### config.mk
export PLATFORM = sky130hd
export DESIGN_NAME = framed_command_receiver_drive_mixer_top_flat
export DESIGN_NICKNAME = d
export VERILOG_FILES = /design/src/hw/rtl/fcr_pkg.sv /design/src/hw/rtl/fcr_stream_if.sv /design/src/hw/rtl/fcr_parser.sv /design/src/hw/rtl/fcr_mixer.sv /design/src/hw/rtl/framed_command_receiver_drive_mixer_top.sv /design/src/flat_wrapper.sv
export SDC_FILE = /design/constraint.sdc
export NUM_CORES = 1
export LEC_CHECK = 0
export BUFFER_PORTS_ARGS = -buffer_cell sky130_fd_sc_hd__buf_4
export CAP_MARGIN = 20
export CORE_UTILIZATION = 25
export DETAILED_ROUTE_END_ITERATION = 12
export PLACE_DENSITY = 0.47
export SYNTH_ARGS = -nofsm -noshare
export SYNTH_HDL_FRONTEND = slang
export SYNTH_SLANG_ARGS = --single-unit
### constraint.sdc
create_clock -name clk -period 12.1 [get_ports clk]
set_input_delay 2.42 -clock clk [delete_from_list [all_inputs] [get_ports clk]]
set_output_delay 2.42 -clock clk [all_outputs]
set_load 0.02 [all_outputs]
### src/hw/rtl/fcr_pkg.sv
// Shared types, codes and helpers for the framed command receiver.
// No dependencies; the parser, mixer, top level and bench files import this package.
package fcr_pkg;

	localparam logic [7:0] HDR_FIRST  = 8'h53;
	localparam logic [7:0] HDR_SECOND = 8'h57;

	localparam int MIX_W = 27;
	localparam int STERM_W = 25;
	localparam int TTERM_W = 17;

	typedef enum logic [2:0] {
		PH_HUNT_S,
		PH_WAIT_W,
		PH_BYTE0,
		PH_BYTE1,
		PH_BYTE2,
		PH_BYTE3,
		PH_SUM
	} phase_t;

	typedef enum logic [1:0] {
		CFG_BASE_DUTY,
		CFG_SPEED_GAIN,
		CFG_TURN_GAIN
	} cfg_idx_t;

	typedef struct packed {
		logic              ok;
		logic              bad;
		logic signed [7:0] dir;
		logic signed [7:0] spd;
		logic signed [7:0] hgt;
		logic signed [7:0] ang;
	} parse_res_t;

	typedef struct packed {
		logic [15:0] base_duty;
		logic [15:0] speed_gain;
		logic [7:0]  turn_gain;
	} mix_cfg_t;

	typedef struct packed {
		parse_res_t  prs;
		logic [15:0] a_fwd;
		logic [15:0] a_rev;
		logic [15:0] b_fwd;
		logic [15:0] b_rev;
	} out_res_t;

	function automatic logic [15:0] clamp16(input logic signed [MIX_W-1:0] v);
		logic [15:0] r;
		if (v[MIX_W-1]) begin
			r = 16'h0000;
		end else if (|v[MIX_W-2:16]) begin
			r = 16'hFFFF;
		end else begin
			r = v[15:0];
		end
		return r;
	endfunction

endpackage

### src/hw/rtl/fcr_stream_if.sv
// Valid/ready channel interfaces for the byte input and the result output.
// Depends on nothing; used by the top level.
interface fcr_in_if;
	logic       valid;
	logic       ready;
	logic [7:0] rx_byte;

	modport source (output valid, output rx_byte, input ready);
	modport sink (input valid, input rx_byte, output ready);
endinterface

interface fcr_out_if;
	logic              valid;
	logic              ready;
	logic              frame_accepted;
	logic              checksum_bad;
	logic signed [7:0] cmd_direction;
	logic signed [7:0] cmd_speed;
	logic signed [7:0] cmd_height;
	logic signed [7:0] cmd_angle;
	logic [15:0]       motor_a_forward;
	logic [15:0]       motor_a_reverse;
	logic [15:0]       motor_b_forward;
	logic [15:0]       motor_b_reverse;

	modport source (
		output valid, frame_accepted, checksum_bad,
		output cmd_direction, cmd_speed, cmd_height, cmd_angle,
		output motor_a_forward, motor_a_reverse, motor_b_forward, motor_b_reverse,
		input ready
	);
	modport sink (
		input valid, frame_accepted, checksum_bad,
		input cmd_direction, cmd_speed, cmd_height, cmd_angle,
		input motor_a_forward, motor_a_reverse, motor_b_forward, motor_b_reverse,
		output ready
	);
endinterface

### src/hw/rtl/fcr_parser.sv
// Frame parser: header hunt, payload capture, checksum and command registers.
// Depends on fcr_pkg.
module fcr_parser (
	input  logic               clk,
	input  logic               arst_n,
	input  logic               accept,
	input  logic [7:0]         rx_byte,
	output fcr_pkg::parse_res_t res
);
	import fcr_pkg::*;

	phase_t     phase_q;
	phase_t     phase_nx;
	logic [7:0] payload_q [4];
	logic [7:0] dir_q;
	logic [7:0] spd_q;
	logic [7:0] hgt_q;
	logic [7:0] ang_q;
	logic [7:0] sum;
	logic [1:0] slot;
	logic       is_byte;
	logic       ok;
	logic       bad;

	assign sum  = payload_q[0] + payload_q[1] + payload_q[2] + payload_q[3];
	assign slot = 2'(3'(phase_q) - 3'(PH_BYTE0));

	always_comb begin
		phase_nx = PH_HUNT_S;
		unique case (phase_q) inside
			PH_HUNT_S: phase_nx = (rx_byte == HDR_FIRST) ? PH_WAIT_W : PH_HUNT_S;
			PH_WAIT_W: begin
				if (rx_byte == HDR_SECOND) begin
					phase_nx = PH_BYTE0;
				end else if (rx_byte == HDR_FIRST) begin
					phase_nx = PH_WAIT_W;
				end else begin
					phase_nx = PH_HUNT_S;
				end
			end
			PH_BYTE0, PH_BYTE1, PH_BYTE2, PH_BYTE3: phase_nx = phase_t'(3'(phase_q) + 3'd1);
			PH_SUM:  phase_nx = PH_HUNT_S;
			default: phase_nx = PH_HUNT_S;
		endcase
	end

	always_comb begin
		is_byte = 1'b0;
		ok      = 1'b0;
		bad     = 1'b0;
		unique case (phase_q) inside
			PH_BYTE0, PH_BYTE1, PH_BYTE2, PH_BYTE3: is_byte = 1'b1;
			PH_SUM: begin
				ok  = (sum == rx_byte);
				bad = (sum != rx_byte);
			end
			default: is_byte = 1'b0;
		endcase
	end

	always_ff @(posedge clk or negedge arst_n) begin
		if (!arst_n) begin
			phase_q <= PH_HUNT_S;
			dir_q   <= '0;
			spd_q   <= '0;
			hgt_q   <= '0;
			ang_q   <= '0;
		end else if (accept) begin
			phase_q <= phase_nx;
			if (ok) begin
				dir_q <= payload_q[0];
				spd_q <= payload_q[1];
				hgt_q <= payload_q[2];
				ang_q <= payload_q[3];
			end
		end
	end

	always_ff @(posedge clk) begin
		if (accept && is_byte) begin
			payload_q[slot] <= rx_byte;
		end
	end

	assign res.ok  = accept && ok;
	assign res.bad = accept && bad;
	assign res.dir = ok ? payload_q[0] : dir_q;
	assign res.spd = ok ? payload_q[1] : spd_q;
	assign res.hgt = ok ? payload_q[2] : hgt_q;
	assign res.ang = ok ? payload_q[3] : ang_q;

endmodule

### src/hw/rtl/fcr_mixer.sv
// Differential-drive mixer: gain products in stage 1, sums and clamps into
// the result register. Depends on fcr_pkg.
module fcr_mixer (
	input  logic                clk,
	input  logic                load_s1,
	input  logic                load_out,
	input  fcr_pkg::parse_res_t prs,
	input  fcr_pkg::mix_cfg_t   cfg,
	output fcr_pkg::out_res_t   res
);
	import fcr_pkg::*;

	logic signed [STERM_W-1:0] spd_x;
	logic signed [STERM_W-1:0] sgain_x;
	logic signed [TTERM_W-1:0] dir_x;
	logic signed [TTERM_W-1:0] tgain_x;
	logic signed [STERM_W-1:0] sterm;
	logic signed [TTERM_W-1:0] tterm;

	parse_res_t                prs_s1;
	logic signed [STERM_W-1:0] sterm_s1;
	logic signed [TTERM_W-1:0] tterm_s1;

	logic signed [MIX_W-1:0] base_w;
	logic signed [MIX_W-1:0] s_w;
	logic signed [MIX_W-1:0] t_w;
	logic [15:0]             fwd_pp;
	logic [15:0]             fwd_pm;
	logic [15:0]             rev_np;
	logic [15:0]             rev_nm;
	logic [15:0]             spin_p;
	logic [15:0]             spin_m;
	out_res_t                res_nx;
	out_res_t                res_q;

	assign spd_x   = {{(STERM_W-8){prs.spd[7]}}, prs.spd};
	assign sgain_x = {{(STERM_W-16){1'b0}}, cfg.speed_gain};
	assign dir_x   = {{(TTERM_W-8){prs.dir[7]}}, prs.dir};
	assign tgain_x = {{(TTERM_W-8){1'b0}}, cfg.turn_gain};
	assign sterm   = spd_x * sgain_x;
	assign tterm   = dir_x * tgain_x;

	always_ff @(posedge clk) begin
		if (load_s1) begin
			prs_s1   <= prs;
			sterm_s1 <= sterm;
			tterm_s1 <= tterm;
		end
	end

	assign base_w = {{(MIX_W-16){1'b0}}, cfg.base_duty};
	assign s_w    = {{(MIX_W-STERM_W){sterm_s1[STERM_W-1]}}, sterm_s1};
	assign t_w    = {{(MIX_W-TTERM_W){tterm_s1[TTERM_W-1]}}, tterm_s1};

	assign fwd_pp = clamp16(base_w + s_w + t_w);
	assign fwd_pm = clamp16(base_w + s_w - t_w);
	assign rev_np = clamp16(base_w - s_w + t_w);
	assign rev_nm = clamp16(base_w - s_w - t_w);
	assign spin_p = clamp16(base_w + t_w);
	assign spin_m = clamp16(base_w - t_w);

	always_comb begin
		res_nx       = '0;
		res_nx.prs   = prs_s1;
		if (prs_s1.spd != 8'sd0) begin
			if (!prs_s1.spd[7]) begin
				res_nx.a_fwd = fwd_pp;
				res_nx.b_fwd = fwd_pm;
			end else begin
				res_nx.a_rev = rev_np;
				res_nx.b_rev = rev_nm;
			end
		end else if (prs_s1.dir != 8'sd0) begin
			if (!prs_s1.dir[7]) begin
				res_nx.a_rev = spin_p;
				res_nx.b_fwd = spin_p;
			end else begin
				res_nx.a_fwd = spin_m;
				res_nx.b_rev = spin_m;
			end
		end
	end

	always_ff @(posedge clk) begin
		if (load_out) begin
			res_q <= res_nx;
		end
	end

	assign res = res_q;

endmodule

### src/hw/rtl/framed_command_receiver_drive_mixer_top.sv
// Framed command receiver with differential-drive mixer, top level.
// Depends on fcr_pkg, fcr_stream_if, fcr_parser and fcr_mixer.
//
// in_ch carries one received byte per item. The parser hunts for the header
// 'S','W', takes four signed payload bytes and a checksum byte, and latches
// direction, speed, height and angle when the 8-bit sum matches.
// out_ch returns exactly one item per input item: the frame flags, the
// latched commands after that byte, and four clamped motor compare values.
// Configuration is written through cfg_we/cfg_index/cfg_data while the
// block is idle: index 0 base_duty, 1 speed_gain, 2 turn_gain.
//
// An accepted item is registered in stage 1, then moves into the output
// register, from which it is offered on out_ch. One item is accepted every
// cycle unless out_ch stalls with both stages full. The gain multipliers sit
// in the first stage, the sums and clamps feed the output register.
// Reset clears the parser to header hunt, zeroes the command registers and
// configuration, and empties both stages. When out_ch stalls, the stages
// fill and in_ch.ready drops only once the output register and stage 1 hold.
module framed_command_receiver_drive_mixer_top (
	input  logic        clk,
	input  logic        arst_n,
	input  logic        cfg_we,
	input  logic [1:0]  cfg_index,
	input  logic [15:0] cfg_data,
	fcr_in_if.sink      in_ch,
	fcr_out_if.source   out_ch
);
	import fcr_pkg::*;

	mix_cfg_t   cfg_q;
	parse_res_t prs;
	out_res_t   res;
	logic       s1_valid_q;
	logic       out_valid_q;
	logic       adv_out;
	logic       adv_s1;
	logic       in_acc;

	always_ff @(posedge clk or negedge arst_n) begin
		if (!arst_n) begin
			cfg_q <= '0;
		end else if (cfg_we) begin
			unique case (cfg_idx_t'(cfg_index))
				CFG_BASE_DUTY:  cfg_q.base_duty  <= cfg_data;
				CFG_SPEED_GAIN: cfg_q.speed_gain <= cfg_data;
				CFG_TURN_GAIN:  cfg_q.turn_gain  <= cfg_data[7:0];
				default:        cfg_q            <= cfg_q;
			endcase
		end
	end

	assign adv_out     = !out_valid_q || out_ch.ready;
	assign adv_s1      = !s1_valid_q || adv_out;
	assign in_ch.ready = adv_s1;
	assign in_acc      = in_ch.valid && adv_s1;

	always_ff @(posedge clk or negedge arst_n) begin
		if (!arst_n) begin
			s1_valid_q  <= 1'b0;
			out_valid_q <= 1'b0;
		end else begin
			if (adv_s1) begin
				s1_valid_q <= in_acc;
			end
			if (adv_out) begin
				out_valid_q <= s1_valid_q;
			end
		end
	end

	fcr_parser u_parser (
		.clk     (clk),
		.arst_n  (arst_n),
		.accept  (in_acc),
		.rx_byte (in_ch.rx_byte),
		.res     (prs)
	);

	fcr_mixer u_mixer (
		.clk      (clk),
		.load_s1  (in_acc),
		.load_out (adv_out && s1_valid_q),
		.prs      (prs),
		.cfg      (cfg_q),
		.res      (res)
	);

	assign out_ch.valid           = out_valid_q;
	assign out_ch.frame_accepted  = res.prs.ok;
	assign out_ch.checksum_bad    = res.prs.bad;
	assign out_ch.cmd_direction   = res.prs.dir;
	assign out_ch.cmd_speed       = res.prs.spd;
	assign out_ch.cmd_height      = res.prs.hgt;
	assign out_ch.cmd_angle       = res.prs.ang;
	assign out_ch.motor_a_forward = res.a_fwd;
	assign out_ch.motor_a_reverse = res.a_rev;
	assign out_ch.motor_b_forward = res.b_fwd;
	assign out_ch.motor_b_reverse = res.b_rev;

	a_flags_exclusive: assert property (@(posedge clk) disable iff (!arst_n)
		out_ch.valid |-> !(out_ch.frame_accepted && out_ch.checksum_bad))
		else $error("frame flags both set");

	a_forward_no_reverse: assert property (@(posedge clk) disable iff (!arst_n)
		(out_ch.valid && !out_ch.cmd_speed[7] && out_ch.cmd_speed != 8'sd0)
		|-> (out_ch.motor_a_reverse == 16'd0 && out_ch.motor_b_reverse == 16'd0))
		else $error("reverse channel driven while moving forward");

	a_stage_advance: assert property (@(posedge clk) disable iff (!arst_n)
		(s1_valid_q && adv_out) |=> out_valid_q)
		else $error("stage 1 item lost");

	a_idle_all_zero: assert property (@(posedge clk) disable iff (!arst_n)
		(out_ch.valid && out_ch.cmd_speed == 8'sd0 && out_ch.cmd_direction == 8'sd0)
		|-> (out_ch.motor_a_forward == 16'd0 && out_ch.motor_b_forward == 16'd0))
		else $error("motor driven with zero command");

endmodule

### src/flat_wrapper.sv
// flat-port wrapper written by rule: the top's interface ports become plain ports
module framed_command_receiver_drive_mixer_top_flat import fcr_pkg::*;
  (clk, arst_n, cfg_we, cfg_index, cfg_data, in_ch_valid, in_ch_rx_byte, in_ch_ready, out_ch_valid, out_ch_frame_accepted, out_ch_checksum_bad, out_ch_cmd_direction, out_ch_cmd_speed, out_ch_cmd_height, out_ch_cmd_angle, out_ch_motor_a_forward, out_ch_motor_a_reverse, out_ch_motor_b_forward, out_ch_motor_b_reverse, out_ch_ready);
  fcr_in_if in_ch_i ();
  fcr_out_if out_ch_i ();
  input  logic clk;
  input  logic arst_n;
  input  logic cfg_we;
  input  logic [1:0] cfg_index;
  input  logic [15:0] cfg_data;
  input wire logic [$bits(in_ch_i.valid)-1:0] in_ch_valid;
  input wire logic [$bits(in_ch_i.rx_byte)-1:0] in_ch_rx_byte;
  output wire logic [$bits(in_ch_i.ready)-1:0] in_ch_ready;
  output wire logic [$bits(out_ch_i.valid)-1:0] out_ch_valid;
  output wire logic [$bits(out_ch_i.frame_accepted)-1:0] out_ch_frame_accepted;
  output wire logic [$bits(out_ch_i.checksum_bad)-1:0] out_ch_checksum_bad;
  output wire logic [$bits(out_ch_i.cmd_direction)-1:0] out_ch_cmd_direction;
  output wire logic [$bits(out_ch_i.cmd_speed)-1:0] out_ch_cmd_speed;
  output wire logic [$bits(out_ch_i.cmd_height)-1:0] out_ch_cmd_height;
  output wire logic [$bits(out_ch_i.cmd_angle)-1:0] out_ch_cmd_angle;
  output wire logic [$bits(out_ch_i.motor_a_forward)-1:0] out_ch_motor_a_forward;
  output wire logic [$bits(out_ch_i.motor_a_reverse)-1:0] out_ch_motor_a_reverse;
  output wire logic [$bits(out_ch_i.motor_b_forward)-1:0] out_ch_motor_b_forward;
  output wire logic [$bits(out_ch_i.motor_b_reverse)-1:0] out_ch_motor_b_reverse;
  input wire logic [$bits(out_ch_i.ready)-1:0] out_ch_ready;
  assign in_ch_i.valid = in_ch_valid;
  assign in_ch_i.rx_byte = in_ch_rx_byte;
  assign in_ch_ready = in_ch_i.ready;
  assign out_ch_valid = out_ch_i.valid;
  assign out_ch_frame_accepted = out_ch_i.frame_accepted;
  assign out_ch_checksum_bad = out_ch_i.checksum_bad;
  assign out_ch_cmd_direction = out_ch_i.cmd_direction;
  assign out_ch_cmd_speed = out_ch_i.cmd_speed;
  assign out_ch_cmd_height = out_ch_i.cmd_height;
  assign out_ch_cmd_angle = out_ch_i.cmd_angle;
  assign out_ch_motor_a_forward = out_ch_i.motor_a_forward;
  assign out_ch_motor_a_reverse = out_ch_i.motor_a_reverse;
  assign out_ch_motor_b_forward = out_ch_i.motor_b_forward;
  assign out_ch_motor_b_reverse = out_ch_i.motor_b_reverse;
  assign out_ch_i.ready = out_ch_ready;
  framed_command_receiver_drive_mixer_top u_core (.clk(clk), .arst_n(arst_n), .cfg_we(cfg_we), .cfg_index(cfg_index), .cfg_data(cfg_data), .in_ch(in_ch_i), .out_ch(out_ch_i));
endmodule
; Word level (Yosys, flattened, before mapping)
; Memories as Yosys holds them, arrays and structs flattened.
; Cells that the tools add are included.
[word_totals]
ff_bits = 251
ram_bits = 32
output_inout_bits = 100
wordCells = 111
mem_count = 1
[op_classes]
addsub = 13
multipliers = 2
n_eq_ne = 12
muxes = 32
n_reduce_logical = 23
[memory_table]
columns = memory, words, width, read_ports, rd_clocked_by_memory_dff, wr, line
row1 = u_core.u_parser.payload_q, 4, 8, 4, 0, 1, fcr_parser.sv:14  ; logic [7:0] payload_q [4];
[op_table]
columns = op, n
row1 = 16-bit 2-to-1 mux, 17
row2 = 64-bit 2-to-1 mux, 2
row3 = 10-bit OR reduction, 6
row4 = 26-bit by 17-bit adder with 27-bit output, 2
row5 = 26-bit by 17-bit subtractor with 27-bit output, 2
row6 = 32-bit 2-to-1 mux, 1
row7 = 8-bit 2-to-1 mux, 4
row8 = 17-bit by 25-bit adder with 26-bit output, 1
row9 = 17-bit by 25-bit subtractor with 26-bit output, 1
row10 = 8-bit by 17-bit multiplier with 25-bit output, 1
row11 = 8-bit adder, 3
row12 = 17-bit by 17-bit adder with 18-bit output, 1
row13 = 17-bit by 17-bit subtractor with 18-bit output, 1
row14 = 8-bit by 9-bit multiplier with 17-bit output, 1
row15 = 8-bit by 7-bit == test with 1-bit output (second input constant), 2
row16 = 8-bit nonzero test, 2
row17 = 3-bit == test (second input constant), 3
row18 = 3-bit case mux with 3 select lines, 1
row19 = 8-bit == test, 1
row20 = 8-bit inequality test, 1
row21 = 3-bit by 2-bit == test with 1-bit output (second input constant), 2
row22 = 1-bit 2-to-1 mux, 6
row23 = 2-bit AND reduction, 3
row24 = 1-bit logical AND, 5
row25 = other kinds (11), 13

; Logic depth before layout (Yosys ltp)
; Gate-level depths: netlist of run 1.
; An unclocked memory read counts as a cell.
[logic_depth]
word_depth = 8
depth_mapped = 35

; Hierarchy
; A second synthesis of run 1 with hierarchy kept.
[hier_totals]
cells_unflattened = 2800
area_unflattened_um2 = 26843.2
[by_module_without_submodules]
columns = mod, n_inst, cells_per_inst, area_per_inst_um2, seq_area_each_um2
row1 = fcr_mixer, 1, 2470, 21732.1, 5225.0
row2 = fcr_parser, 1, 237, 3510.9, 1836.8
row3 = framed_command_receiver_drive_mixer_top, 1, 93, 1600.3, 1051.0

; Least setup slack after synthesis of run 1
; No wires, ideal clock.
[synth_timing]
path_type = input-to-reg
startpoint = in in_ch_rx_byte[3]
endpoint = reg u_core.u_mixer.sterm_s1[23], data pin
setup_time_ns = 0.265
arrival_time_ns = 8.518
required_ns = 11.835
path_slack_ns = 3.317
path_stages = 25
path_buffers = 2
path_cell_list = xnor2_1 xnor2_1 nor4_1 nand3_1 nor4_2 buf_2 mux2i_1 clkbuf_1 inv_1 fa_1 inv_1 fa_1 fa_1 fa_1 inv_1 ha_1 o21ai_0 nand2b_1 and3_1 o211a_1 o21a_1 o21a_1 o221ai_1 o21ai_0 xor2_1
[synth_lines]
columns = item, line
row1 = from (decl), flat_wrapper.sv:12  ; input wire logic [$bits(in_ch_i.rx_byte)-1:0] in_ch_rx_byte;
row2 = to (signal assigned), fcr_mixer.sv:46  ; sterm_s1 <= sterm;
row3 = to (decl), fcr_mixer.sv:21  ; logic signed [STERM_W-1:0] sterm_s1;

==> results_dict.tcl, run 1 <==
set metrics [dict create \
    die_area_um2 109000 \
    syn_area_per_cell_um2 9.57 \
    cp-start-kind "register" \
    synth_nets 3277 \
    slew_viol_final 0 \
    synth_area_um2 27000 \
    cts_made_buffers 36 \
    port_buffers 130 \
    skew_ns 0.0400 \
    worstHoldStart "u_core.u_mixer.prs_s1[15]" \
    wl_per_cell_um 18.0 \
    vdd_ir_drop_max_v 0.000106 \
    clockRootBuffer "clkbuf_16" \
    htreeDepth 2 \
    drive_gt1_share_pct 12.7 \
    synth_edf_count 206 \
    async_flop_share_pct 27.2 \
    die_height_um 331 \
    grt_start_max_net_pins 56 \
    critPathMaxStageDelay_ns 0.85 \
    path_common_cell "fa_1" \
    critPathCaptureType "register" \
    cp.arrival_ns 9.72 \
    worst_path_max_delay_cell "mux2i_2" \
    hold_depth 0 \
    track_usage_pct 14.3 \
    r2r-end "u_core.u_mixer.sterm_s1[23]" \
    max-cap-violations 0 \
    drt_first_pass_iters 6 \
    place_area_um2 29400 \
    rr_worst_depth 31 \
    critical_path_peak_fanout 26 \
    dp_hpwl_mm 62.8 \
    post-route-min-period_ns 9.37 \
    overflow 0 \
    drt-initial-drc-count 1288 \
    ys_warn_count 0 \
    tns_ns 0 \
    relSlewSlack_pct 25.0 \
    fin_crit_sh_pct 77.5 \
    clkLatencyLatePin_ns 0.61 \
    tightest_slew_ns 1.12 \
    cts_max_path_buffers 3 \
    cts_tree "built" \
    crit_required_ns 12.45 \
    worstHoldEndpoint "u_core.u_mixer.res[79]" \
    ys_ff_latch 283 \
    grt_pass1_vias 20300 \
    fp.dieW_um 331 \
    antenna_cells 0 \
    synth-main-ff-cell "edfxtp_1" \
    setup_viol 0 \
    routed_via_density 4.67 \
    timing.fmax_mhz 107 \
    drt_wl_total_mm 77.8 \
    final_area_um2 30700 \
    cts_setup_buffers 0 \
    worstSetupPathType "reg -> reg" \
    grt_pass1_wl_mm 120 \
    nets 3361 \
    timing.rr.start "u_core.u_parser.payload_q[1][1]" \
    hold_viol 0 \
    holdCritPathClass "reg -> reg" \
    p_per_area_nw_per_um2 136 \
    cts_resized 0 \
    outcome "complete, no violations" \
    grt_setup_unrepaired "false" \
    io_pins 131 \
    yosysSeqAreaShare_pct 30.1 \
    start_util_pct 25.2 \
    vias 20200 \
    gp_congestion 0.844 \
    antenna_found_initial 1 \
    core_area_um2 107000 \
    worst-r2r-setup-slack_ns 2.73 \
    area_growth_pct 13.6 \
    p_leak_nw 13.3 \
    ctsHoldBuffers 0 \
    syn-instance-count 2820 \
    yosysUniqueCellTypes 92 \
    clock-sinks 283 \
    clk_pin_slew_ns 0.06 \
    ant_nets 0 \
    drc 0 \
    fp-row-count 120 \
]
logic make-up after synthesis:
family,Yosys count,synth area share [%]
AND/OR/NAND/NOR,802,15.4
XOR/XNOR,167,5.42
buffers and inverters,444,6.48
flip-flops,283,30.1
adder cells (fa/ha/maj),426,23.8
multiplexers,113,4.65
AO/OA/AOI/OAI,585,14.2
power by group:
part	total [mW]	switching, mW	internal, mW
registers	1.21	0.0887	1.12
clock network	1.10	0.471	0.633
logic	1.86	1.15	0.710
total	4.17	1.71	2.47
stage by stage:
step / util [%] / setup WS (ns) / hold WS, ns / total power, mW / cells
after global placement: 27.5 / 2.42 / 0.404 / 3.08 / 4268
after floorplan: - / 3.32 / 0.400 / 2.59 / 2820
after detailed placement: 27.5 / 2.30 / 0.405 / 3.07 / 4268
after CTS: 28.6 / 2.58 / 0.428 / 4.21 / 4334
final: 28.6 / 2.73 / 0.425 / 4.17 / 4335
after global routing: 28.6 / 2.06 / 0.425 / 4.45 / 4335
synthesized netlist by cell type, types with 66 or more instances:
master      n  share of area (%)
a21oi_1   154                2.9
and2_1     92                2.1
dfrtp_1    77                7.1
edfxtp_1  206                 23
fa_1      144                 11
ha_1      282                 13
inv_1     339                4.7
mux2_2     99                4.1
nand2_1   177                2.5
nor2_1    181                2.5
nor2b_1    74                1.7
nor3_1     66                1.2
o21ai_0   138                2.6
xnor2_1   130                4.2
area by class of cell:
| type | instances | area [µm²] |
|---|---|---|
| fill | 11300 | 76400 |
| multi-input combinational | 2093 | 17200 |
| sequential | 283 | 8110 |
| tap | 1403 | 1760 |
| inverter | 342 | 1290 |
| timing repair buffer | 148 | 1120 |
| clock buffer | 44 | 941 |
| clock inverter | 22 | 278 |
cell usage in the layout (no fill, tap or decap), types with 35 or more instances in the layout:
| master | count |
|---|---|
| inv_1 | 338 |
| ha_1 | 282 |
| edfxtp_1 | 206 |
| nor2_1 | 181 |
| nand2_1 | 177 |
| a21oi_1 | 154 |
| buf_4 | 147 |
| fa_1 | 144 |
| o21ai_0 | 138 |
| xnor2_1 | 130 |
| mux2_2 | 99 |
| and2_1 | 91 |
| dfrtp_1 | 77 |
| nor2b_1 | 74 |
| nor3_1 | 66 |
| xor2_1 | 37 |
| clkbuf_16 | 36 |
| a21o_1 | 35 |
registers in the layout, summed over array words and instances, names as in the netlist:
register,flops
u_core.u_mixer.sterm_s1,25
u_core.cfg_q,40
u_core.u_mixer.tterm_s1,17
u_core.u_parser.spd_q,8
u_core.u_parser.dir_q,8
u_core.out_ch.valid,1
u_core.u_parser.ang_q,8
u_core.u_parser.phase_q,3
u_core.u_parser.hgt_q,8
u_core.u_mixer.prs_s1,34
u_core.u_mixer.res,98
u_core.s1_valid_q,1
u_core.u_parser.payload_q,32
worst max-delay path, delay by kind of cell, from the launching register on:
family          cells  cell delay (ns)
simple gates        4             0.91
compound gates     10             1.86
fa+ha+maj           9             4.06
xor+xnor            2             0.30
mux                 1             0.85
flops               1             0.48
buf+inv             5             0.64
metal layers:
layer  up-vias  track usage (%)  routed length, µm  part of all wire (%)
li1       9960                -                  -                     -
met1      9836             20.3              38600                    50
met2       368             22.8              34800                    45
met3        76             1.87               2930                   3.8
met4         0             3.24               1550                   2.0
met5         -                0                  0                     0
worst max path at each step:
stage / from / endpoint
global route: u_core.u_parser.payload_q[1][1] / u_core.u_mixer.tterm_s1[16]
floorplan: in_ch_rx_byte[3] / u_core.u_mixer.sterm_s1[23]
detailed placement: in_ch_rx_byte[3] / u_core.u_mixer.sterm_s1[23]
global placement: in_ch_rx_byte[3] / u_core.u_mixer.sterm_s1[23]
CTS: u_core.u_parser.payload_q[1][1] / u_core.u_mixer.sterm_s1[23]
finish: u_core.u_parser.payload_q[1][1] / u_core.u_mixer.sterm_s1[23]
No activity file was read; power rests on OpenSTA's default activity.
==> run 2, diff against run 1 <==
==> constraint.sdc (replaced) <==
create_clock -name clk -period 9.5 [get_ports clk]
set_input_delay 1.9 -clock clk [delete_from_list [all_inputs] [get_ports clk]]
set_output_delay 1.9 -clock clk [all_outputs]
set_load 0.02 [all_outputs]
==> results_dict.tcl, run 2 (synthesis gave the netlist of run 1 again) <==
set metrics [dict create \
    fin_cells 4345 \
    hold_viol 0 \
    overflow 0 \
    drive_gt1_share_pct 13.1 \
    ant_nets 0 \
    tightest_slew_ns 1.10 \
    core_area_um2 107000 \
    cts_max_path_buffers 3 \
    skew_ns 0.0366 \
    post-route-min-period_ns 8.72 \
    start_util_pct 25.2 \
    antenna_found_initial 3 \
    wl_per_cell_um 18.1 \
    worstSetupPathType "reg -> reg" \
    critical_path_peak_fanout 20 \
    clock-sinks 283 \
    track_usage_pct 14.4 \
    drt-initial-drc-count 1315 \
    drc 0 \
    dp_cells 4273 \
    routed_via_density 4.65 \
    relSlewSlack_pct 26.6 \
    clkLatencyLatePin_ns 0.61 \
    layout_commonest_cell "inv_1" \
    grt_start_max_net_pins 59 \
    ctsHoldBuffers 0 \
    port_buffers 130 \
    die_area_um2 109000 \
    max-cap-violations 0 \
    cts_tree "built" \
    fp-row-count 120 \
    outcome "complete, no violations" \
    fin_crit_sh_pct 91.7 \
    critPathCaptureType "register" \
    multi_input_area_um2 17200 \
    cts_setup_buffers 0 \
    largest_reg_flops 98 \
    htreeDepth 2 \
    tns_ns 0 \
    grt_pass1_wl_mm 121 \
    vdd_ir_drop_max_v 0.000141 \
    holdCritPathClass "reg -> reg" \
    grt_pass1_vias 20500 \
    cts_made_buffers 38 \
    gp_congestion 0.866 \
    grt_setup_unrepaired "false" \
    clk_pin_slew_ns 0.06 \
    timing.hold.ws_ns 0.418 \
    crit_required_ns 9.84 \
    die_height_um 331 \
    path_common_cell "fa_1" \
    cts_resized 0 \
    setup_viol 0 \
    final_cell_mix "inv_1 (338), ha_1 (282), edfxtp_1 (206)" \
    area_growth_pct 14.1 \
    io_pins 131 \
    fp.dieW_um 331 \
    dp_hpwl_mm 62.9 \
    drt_wl_total_mm 78.5 \
    cp.arrival_ns 9.05 \
    worst_path_max_delay_cell "fa_1" \
    clockRootBuffer "clkbuf_16" \
    critPathMaxStageDelay_ns 0.56 \
    num-fill-cells 11400 \
    nets 3368 \
    final_util_pct 28.8 \
    p_leak_nw 13.4 \
    timing.fmax_mhz 115 \
    critical_path.top_delay_family "adder cells" \
    p_per_area_nw_per_um2 175 \
    vias 20200 \
    path_buf_inv 5 \
    drt_first_pass_iters 8 \
    slew_viol_final 0 \
    cp-start-kind "register" \
    regArea_um2 8110 \
]
[run 2: area by class of cell]
cell class                 instances  area share [%]
antenna                            1         0.00813
sequential                       283            26.4
multi-input combinational       2093            55.8
clock inverter                    24           0.927
clock buffer                      46            3.28
timing repair buffer             153            3.79
inverter                         342            4.18
tap                             1403            5.70
[run 2: path summary, 6_finish.rpt]
path / startpoint / endpoint / slack, ns / cells past startpoint
worst max-delay path: u_core.u_parser.payload_q[1][1] / u_core.u_mixer.sterm_s1[23] / 0.78 / 31
worst min-delay path: u_core.u_mixer.prs_s1[3] / u_core.u_mixer.res[67] / 0.42 / 0
worst max register to register: u_core.u_parser.payload_q[1][1] / u_core.u_mixer.sterm_s1[23] / 0.78 / 31
worst min register to register: u_core.u_mixer.prs_s1[3] / u_core.u_mixer.res[67] / 0.42 / 0
max in group asynchronous: arst_n / u_core.cfg_q[28] / 7.13 / 2
min in group asynchronous: arst_n / u_core.cfg_q[20] / 1.21 / 1
[run 2: per-layer routing]
metal	track usage [%]	vias to the layer above	wire length, µm
met5	0	-	0
met4	3.13	0	1460
met3	2.15	72	3210
met2	23.3	394	35300
met1	20.1	9808	38500
li1	-	9941	-
[run 2: report_power, final]
part           total (mW)  internal, mW  switching (mW)
Clock                1.48         0.858           0.624
Sequential           1.54          1.43           0.111
Combinational        2.36         0.905            1.46
Total                5.39          3.20            2.20
[run 2: through the flow]
stage                     setup WS, ns  total power [mW]  area (µm²)
final                            0.784              5.39       30800
after global routing             0.269              5.75       30800
after CTS                        0.679              5.44       30800
after detailed placement         0.708              3.91       29500
after global placement           0.826              3.91       29500
after floorplan                  0.981              3.30       27000
